===== src/rtl/core/osp_pkg.sv =====
// ----------------------------------------------------------------------------
// Object slot pool package
// Shared widths, operation and status codes, and the control interface
// between the controller and the datapath.
// ----------------------------------------------------------------------------
package osp_pkg;

    localparam int SLOTS_DEFAULT = 16;
    localparam int SLOT_W        = 4;
    localparam int OP_W          = 2;
    localparam int STATUS_W      = 2;

    localparam logic [OP_W-1:0] OP_ALLOC = 2'd0;
    localparam logic [OP_W-1:0] OP_TRY   = 2'd1;
    localparam logic [OP_W-1:0] OP_FREE  = 2'd2;
    localparam logic [OP_W-1:0] OP_NOP   = 2'd3;

    localparam logic [STATUS_W-1:0] ST_OK        = 2'd0;
    localparam logic [STATUS_W-1:0] ST_NONE      = 2'd1;
    localparam logic [STATUS_W-1:0] ST_INVALID   = 2'd2;
    localparam logic [STATUS_W-1:0] ST_EXHAUSTED = 2'd3;

    typedef struct packed {
        logic clear;
        logic capture;
        logic commit;
    } osp_cmd_t;

    typedef struct packed {
        logic clear_last;
        logic out_busy;
    } osp_stat_t;

endpackage


===== src/rtl/core/osp_ctrl.sv =====
// ----------------------------------------------------------------------------
// Object slot pool controller
// Sequences the flag clearing pass after reset, then accepts one transaction,
// executes it and hands the result to the output register.
// ----------------------------------------------------------------------------
module osp_ctrl
    import osp_pkg::*;
(
    input  logic      clk,
    input  logic      rst_n,
    input  logic      in_valid,
    output logic      in_stall,
    input  osp_stat_t stat,
    output osp_cmd_t  cmd
);

    typedef enum logic [1:0] {
        CTRL_CLEAR,
        CTRL_IDLE,
        CTRL_EXEC
    } ctrl_state_t;

    ctrl_state_t state_reg;
    ctrl_state_t state_next;

    always_comb
    begin
        cmd.clear   = (state_reg == CTRL_CLEAR);
        cmd.capture = (state_reg == CTRL_IDLE) && in_valid;
        cmd.commit  = (state_reg == CTRL_EXEC) && !stat.out_busy;
        in_stall    = (state_reg != CTRL_IDLE);
    end

    always_comb
    begin
        state_next = state_reg;
        unique case (state_reg)
            CTRL_CLEAR:
            begin
                if (stat.clear_last)
                begin
                    state_next = CTRL_IDLE;
                end
            end
            CTRL_IDLE:
            begin
                if (in_valid)
                begin
                    state_next = CTRL_EXEC;
                end
            end
            CTRL_EXEC:
            begin
                if (!stat.out_busy)
                begin
                    state_next = CTRL_IDLE;
                end
            end
            default:
            begin
                state_next = CTRL_CLEAR;
            end
        endcase
    end

    always_ff @(posedge clk or negedge rst_n)
    begin
        if (!rst_n)
        begin
            state_reg <= CTRL_CLEAR;
        end
        else
        begin
            state_reg <= state_next;
        end
    end

endmodule


===== src/rtl/core/osp_datapath.sv =====
// ----------------------------------------------------------------------------
// Object slot pool datapath
// Holds the in-use flag memory, the release queue memory, the queue and
// fresh counters, and the output register.
// ----------------------------------------------------------------------------
module osp_datapath
    import osp_pkg::*;
#(
    parameter int SLOTS = SLOTS_DEFAULT
)
(
    input  logic                clk,
    input  logic                rst_n,
    input  osp_cmd_t            cmd,
    output osp_stat_t           stat,
    input  logic [OP_W-1:0]     opcode,
    input  logic [SLOT_W-1:0]   slot_in,
    output logic                out_valid,
    input  logic                out_stall,
    output logic [SLOT_W-1:0]   slot_out,
    output logic [STATUS_W-1:0] status
);

    localparam int IDX_W = $clog2(SLOTS);
    localparam int CNT_W = $clog2(SLOTS + 1);
    localparam logic [IDX_W-1:0] LAST_IDX = IDX_W'(SLOTS - 1);

    logic                flag_mem [SLOTS];
    logic [SLOT_W-1:0]   queue_mem [SLOTS];

    logic [OP_W-1:0]     opcode_reg;
    logic [SLOT_W-1:0]   slot_reg;
    logic                flag_rd_reg;
    logic [SLOT_W-1:0]   queue_rd_reg;

    logic [IDX_W-1:0]    head_reg;
    logic [IDX_W-1:0]    head_next;
    logic [IDX_W-1:0]    tail_reg;
    logic [IDX_W-1:0]    tail_next;
    logic [CNT_W-1:0]    count_reg;
    logic [CNT_W-1:0]    count_next;
    logic [CNT_W-1:0]    fresh_reg;
    logic [CNT_W-1:0]    fresh_next;
    logic [IDX_W-1:0]    clr_idx_reg;
    logic                out_valid_reg;
    logic [SLOT_W-1:0]   slot_out_reg;
    logic [STATUS_W-1:0] status_reg;

    logic                flag_we;
    logic [IDX_W-1:0]    flag_waddr;
    logic                flag_wdata;
    logic                queue_we;
    logic [SLOT_W-1:0]   res_slot;
    logic [STATUS_W-1:0] res_status;
    logic                queue_nonempty;
    logic                fresh_avail;
    logic                slot_oob;

    assign queue_nonempty = (count_reg != '0);
    assign fresh_avail    = (fresh_reg < CNT_W'(SLOTS));
    assign slot_oob       = (32'(slot_reg) >= 32'(SLOTS));

    assign stat.clear_last = (clr_idx_reg == LAST_IDX);
    assign stat.out_busy   = out_valid_reg && out_stall;

    always_comb
    begin
        head_next  = head_reg;
        tail_next  = tail_reg;
        count_next = count_reg;
        fresh_next = fresh_reg;
        flag_we    = 1'b0;
        flag_waddr = clr_idx_reg;
        flag_wdata = 1'b0;
        queue_we   = 1'b0;
        res_slot   = '0;
        res_status = ST_OK;

        if (cmd.clear)
        begin
            flag_we = 1'b1;
        end
        else
        begin
            unique case (opcode_reg)
                OP_ALLOC, OP_TRY:
                begin
                    if (queue_nonempty)
                    begin
                        res_slot   = queue_rd_reg;
                        flag_we    = 1'b1;
                        flag_waddr = IDX_W'(queue_rd_reg);
                        flag_wdata = 1'b1;
                        head_next  = (head_reg == LAST_IDX) ? '0 : head_reg + IDX_W'(1);
                        count_next = count_reg - CNT_W'(1);
                    end
                    else if (opcode_reg == OP_TRY)
                    begin
                        res_status = ST_NONE;
                    end
                    else if (fresh_avail)
                    begin
                        res_slot   = SLOT_W'(fresh_reg);
                        flag_we    = 1'b1;
                        flag_waddr = IDX_W'(fresh_reg);
                        flag_wdata = 1'b1;
                        fresh_next = fresh_reg + CNT_W'(1);
                    end
                    else
                    begin
                        res_status = ST_EXHAUSTED;
                    end
                end
                OP_FREE:
                begin
                    if (slot_oob || !flag_rd_reg)
                    begin
                        res_status = ST_INVALID;
                    end
                    else
                    begin
                        queue_we   = 1'b1;
                        flag_we    = 1'b1;
                        flag_waddr = IDX_W'(slot_reg);
                        flag_wdata = 1'b0;
                        tail_next  = (tail_reg == LAST_IDX) ? '0 : tail_reg + IDX_W'(1);
                        count_next = count_reg + CNT_W'(1);
                    end
                end
                default:
                begin
                    res_status = ST_OK;
                end
            endcase
            if (!cmd.commit)
            begin
                flag_we  = 1'b0;
                queue_we = 1'b0;
            end
        end
    end

    always_ff @(posedge clk)
    begin
        if (flag_we)
        begin
            flag_mem[flag_waddr] <= flag_wdata;
        end
        if (queue_we)
        begin
            queue_mem[tail_reg] <= slot_reg;
        end
        if (cmd.capture)
        begin
            opcode_reg   <= opcode;
            slot_reg     <= slot_in;
            flag_rd_reg  <= flag_mem[IDX_W'(slot_in)];
            queue_rd_reg <= queue_mem[head_reg];
        end
        if (cmd.commit)
        begin
            slot_out_reg <= res_slot;
            status_reg   <= res_status;
        end
    end

    always_ff @(posedge clk or negedge rst_n)
    begin
        if (!rst_n)
        begin
            head_reg      <= '0;
            tail_reg      <= '0;
            count_reg     <= '0;
            fresh_reg     <= '0;
            clr_idx_reg   <= '0;
            out_valid_reg <= 1'b0;
        end
        else
        begin
            if (cmd.clear)
            begin
                clr_idx_reg <= clr_idx_reg + IDX_W'(1);
            end
            if (cmd.commit)
            begin
                head_reg      <= head_next;
                tail_reg      <= tail_next;
                count_reg     <= count_next;
                fresh_reg     <= fresh_next;
                out_valid_reg <= 1'b1;
            end
            else if (!out_stall)
            begin
                out_valid_reg <= 1'b0;
            end
        end
    end

    assign out_valid = out_valid_reg;
    assign slot_out  = slot_out_reg;
    assign status    = status_reg;

endmodule


===== src/rtl/core/object_slot_pool_allocator_core.sv =====
// ----------------------------------------------------------------------------
// Object slot pool allocator: an accepted transaction is registered with its
// flag and queue memory reads, then committed to the output register once that
// is not stalled; input stalls until the commit. After reset a pass clears every flag.
// ----------------------------------------------------------------------------
module object_slot_pool_allocator_core
    import osp_pkg::*;
#(
    parameter int SLOTS = SLOTS_DEFAULT
)
(
    input  logic                clk,
    input  logic                rst_n,
    input  logic                in_valid,
    output logic                in_stall,
    input  logic [OP_W-1:0]     opcode,
    input  logic [SLOT_W-1:0]   slot_in,
    output logic                out_valid,
    input  logic                out_stall,
    output logic [SLOT_W-1:0]   slot_out,
    output logic [STATUS_W-1:0] status
);

    osp_cmd_t  cmd;
    osp_stat_t stat;

    osp_ctrl u_ctrl (
        .clk      (clk),
        .rst_n    (rst_n),
        .in_valid (in_valid),
        .in_stall (in_stall),
        .stat     (stat),
        .cmd      (cmd)
    );

    osp_datapath #(
        .SLOTS (SLOTS)
    ) u_datapath (
        .clk       (clk),
        .rst_n     (rst_n),
        .cmd       (cmd),
        .stat      (stat),
        .opcode    (opcode),
        .slot_in   (slot_in),
        .out_valid (out_valid),
        .out_stall (out_stall),
        .slot_out  (slot_out),
        .status    (status)
    );

endmodule

===== config.mk =====
export PLATFORM = sky130hd
export DESIGN_NAME = object_slot_pool_allocator_core
export DESIGN_NICKNAME = d
export VERILOG_FILES = /design/src/rtl/core/osp_pkg.sv /design/src/rtl/core/osp_ctrl.sv /design/src/rtl/core/osp_datapath.sv /design/src/rtl/core/object_slot_pool_allocator_core.sv
export SDC_FILE = /design/constraint.sdc
export NUM_CORES = 1
export LEC_CHECK = 0
export ABC_CLOCK_PERIOD_IN_PS = 3100
export BUFFER_PORTS_ARGS = -buffer_cell sky130_fd_sc_hd__buf_2
export CAP_MARGIN = 5
export CORE_MARGIN = 2
export CORE_UTILIZATION = 34
export CTS_CLUSTER_SIZE = 14
export DETAILED_ROUTE_END_ITERATION = 6
export RECOVER_POWER = 50
export SYNTH_ARGS = -nofsm -noshare
export SYNTH_HDL_FRONTEND = slang
export SYNTH_HIERARCHICAL = 1
export SYNTH_SLANG_ARGS = --single-unit
export TNS_END_PERCENT = 30

===== constraint.sdc =====
create_clock -name clk -period 3.1 [get_ports clk]
set_clock_uncertainty 0.2 [all_clocks]
set_input_delay 0.155 -clock clk [delete_from_list [all_inputs] [get_ports clk]]
set_output_delay 0.155 -clock clk [all_outputs]
set_load 0.01 [all_outputs]

==> impl_metrics.py <==
metrics = {
    "finish": {
        "final_nets": 412,
        "regMostFlops": "u_datapath/queue_mem",
        "register_area_um2": 3540,
        "drive_above_1_share_pct": 21.5,
        "largest_reg_flops": 64,
        "multiInputGateArea_um2": 1780,
        "antenna_cells": 0,
        "top_regs": "u_datapath/queue_mem x64, u_datapath/flag_mem x16",
        "syn_to_final_growth_pct": 18.4,
        "fillCellCount": 1453,
    },
    "power": {
        "ir_worst_vdd_v": 0.000510,
        "p_leak_nw": 2.23,
        "power.density_nw_per_um2": 858,
    },
    "place": {
        "place_congestion": 0.772,
        "place_ws_ns": 0.401,
        "io_buffer_count": 17,
        "hpwlAfterDp_um": 7090,
    },
    "floorplanning": {
        "rows": 46,
        "die_area_um2": 17000,
        "dieHeight_um": 130,
        "initial_core_util_pct": 34.4,
        "fp.coreArea_um2": 15800,
        "io_pins": 18,
        "die_x_um": 130,
    },
    "global_routing": {
        "overflow": 0,
        "grt_pass1_wl_um": 17000,
        "antenna_found_initial": 0,
        "track_usage_pct": 13.6,
        "grt_max_degree": 26,
        "grt_pass1_vias": 3186,
    },
    "critical_path": {
        "cp-start-kind": "input port",
        "timing.rr.end": "u_datapath/flag_mem[0]$_DFFE_PP_",
        "arrival_ns": 2.62,
        "reg2reg_setup_slack_ns": 0.39,
        "path_max_fanout": 4,
        "reg2reg_depth": 8,
        "critPathKind": "input port to register",
        "reg2reg_from": "u_datapath/out_valid$_DFFE_PN0P_",
        "cp.required_ns": 3.00,
        "crit_path_end_kind": "register",
    },
    "worst_hold_path": {
        "holdCritStartpoint": "u_datapath/count_reg[4]$_DFFE_PN0P_",
        "min_to": "u_datapath/count_reg[4]$_DFFE_PN0P_",
        "holdPathStages": 1,
        "hold_class": "register to register",
    },
    "sta": {
        "fin_crit_ns": 2.72,
        "fmax_mhz": 368,
        "fin_crit_sh_pct": 87.6,
        "timing.hold.ws_ns": 0.270,
        "fin_ws_ns": 0.384,
        "drv_slew": 26,
        "worst_slew_pin_slew_ns": 1.61,
        "fin_setup_tns_ns": 0,
        "rsz0062_at_grt": "no",
        "setup_viol": 0,
        "maxSlewHeadroom_pct": -7.28,
        "hold_violations": 0,
    },
    "drt": {
        "drt_wl_total_um": 10600,
        "dr.first_iter.drc_count": 242,
        "route.detailed.drc": 0,
        "drt_pre_antenna_iters": 4,
        "drt-vias-per-instance": 5.00,
        "wl_per_cell_um": 17.1,
        "antenna_left": 0,
        "vias": 3102,
    },
    "yosys": {
        "ys_ff_latch": 122,
        "yosysUniqueCellTypes": 52,
        "yosysMostFrequentCell": "edfxtp_1",
        "ys_top_cells_by_area": "edfxtp_1 (54%), dfrtp_1 (12%), mux4_2 (10%), nor2_1 (2.3%), ha_1 (2.3%)",
        "synth_top_area_share_pct": 53.6,
        "yosys_most_used_dff": "edfxtp_1",
        "synth_edf_count": 97,
        "yosysSeqAreaShare_pct": 65.1,
        "syn_avg_cell_area_um2": 15.7,
        "async_reset_ff_share_pct": 20.5,
        "postSynthCellCount": 347,
        "synth_area_leader_cell": "edfxtp_1",
        "synth_nets": 368,
        "yosysWarningCount": 6,
        "synthTopCellsByCount": "edfxtp_1 (97), nor2_1 (34), dfrtp_1 (25), mux4_2 (25), nand2_1 (16)",
        "synth_area_um2": 5430,
    },
    "status": {
        "status": "finished, violations left",
        "violations": "capacitance limit, slew limit",
    },
    "cts": {
        "insertion_delay_ns": 0.40,
        "root_buffer": "clkbuf_16",
        "ctsLongestPathBuffers": 2,
        "cts_tree": "done",
        "clock_sinks": 122,
        "h-tree-depth": 4,
        "numCtsBuffers": 17,
        "clkSlewWorstSetupHoldPaths_ns": 0.06,
        "ctsResizeCount": 0,
    },
    "job": {
        "maxCapViolCount": 1,
    },
}
==> critical path: stages <==
cell           delay, ns
dlygate4sd3_1       0.53
buf_2               0.11
and2_0              0.15
nor2b_1             0.14
nor2b_1             0.31
nor4b_1             0.26
a311o_1             0.23
nand2b_1            0.09
or3_1               0.42
nor3_1              0.22
==> metal layers <==
metal	GRT usage, %	share of wire, %	vias to the layer above
li1	-	-	1419
met1	17.4	45	1588
met2	21.4	47	74
met3	3.99	5.5	21
met4	6.32	2.2	0
met5	0	0	-
==> logic make-up after synthesis <==
family                     Yosys count  synth area share (%)
AOI/OAI and AO/OA                   43                  6.22
xor gates and xnor gates            13                  2.10
adders and majority gates           11                  2.67
buffers and inverters               25                  2.14
DFF                                122                  65.1
muxes                               30                  11.4
and+or+nand+nor                    103                  10.3
==> cells in the final DEF (no fill, tap or decap), types with 9 or more instances in the layout <==
master / synthesis / routed
o21ai_0: 9 / 9
dlygate4sd3_1: 0 / 9
mux4_2: 25 / 25
nand2_1: 16 / 16
buf_4: 0 / 10
clkbuf_16: 0 / 17
inv_1: 12 / 12
ha_1: 10 / 10
nor3_1: 10 / 10
clkbuf_1: 8 / 20
a21oi_1: 9 / 9
dfrtp_1: 25 / 25
xnor2_1: 10 / 10
edfxtp_1: 97 / 97
nor2_1: 34 / 34
==> final cells by class <==
cell class	instances	share of cell area (%)
multi-input combinational	200	27.6
clock inverter	8	1.09
timing repair buffer	38	3.72
clock buffer	24	7.65
tap	216	4.20
inverter	12	0.700
sequential	122	55.0
==> metrics by stage <==
step | cell area [um^2] | power (mW) | utilization (%) | std cells
after detailed placement | 5810 | 3.71 | 36.8 | 579
after global placement | 5810 | 3.67 | 36.8 | 579
final | 6430 | 5.52 | 40.8 | 620
after CTS | 6460 | 5.58 | 40.9 | 620
after global routing | 6430 | 5.83 | 40.8 | 620
after floorplan | 5430 | 3.33 | - | 347
==> power breakdown <==
group / leakage, nW / internal (mW) / switching, mW
combinational: 0.752 / 0.638 / 0.779
clock: 0.277 / 1.18 / 0.660
sequential: 1.20 / 2.04 / 0.219
==> timing repair <==
action,in CTS,in global routing
hold buffers,9,0
buffers inserted,0,0
endpoints found under the hold margin,35,0
==> worst max-delay path by stage <==
stage               depth (start not counted)                                    to                          startpoint
floorplan                                   8  u_datapath/queue_mem[3][0]$_DFFE_PP_    u_datapath/out_valid$_DFFE_PN0P_
global placement                            8      u_datapath/flag_mem[0]$_DFFE_PP_    u_datapath/out_valid$_DFFE_PN0P_
detailed placement                          6      u_datapath/flag_mem[2]$_DFFE_PP_  u_datapath/opcode_reg[1]$_DFFE_PP_
CTS                                         6      u_datapath/flag_mem[2]$_DFFE_PP_  u_datapath/opcode_reg[1]$_DFFE_PP_
global route                               10      u_datapath/flag_mem[0]$_DFFE_PP_                           out_stall
finish                                     10      u_datapath/flag_mem[0]$_DFFE_PP_                           out_stall
Power figures use the tool's default switching activity.
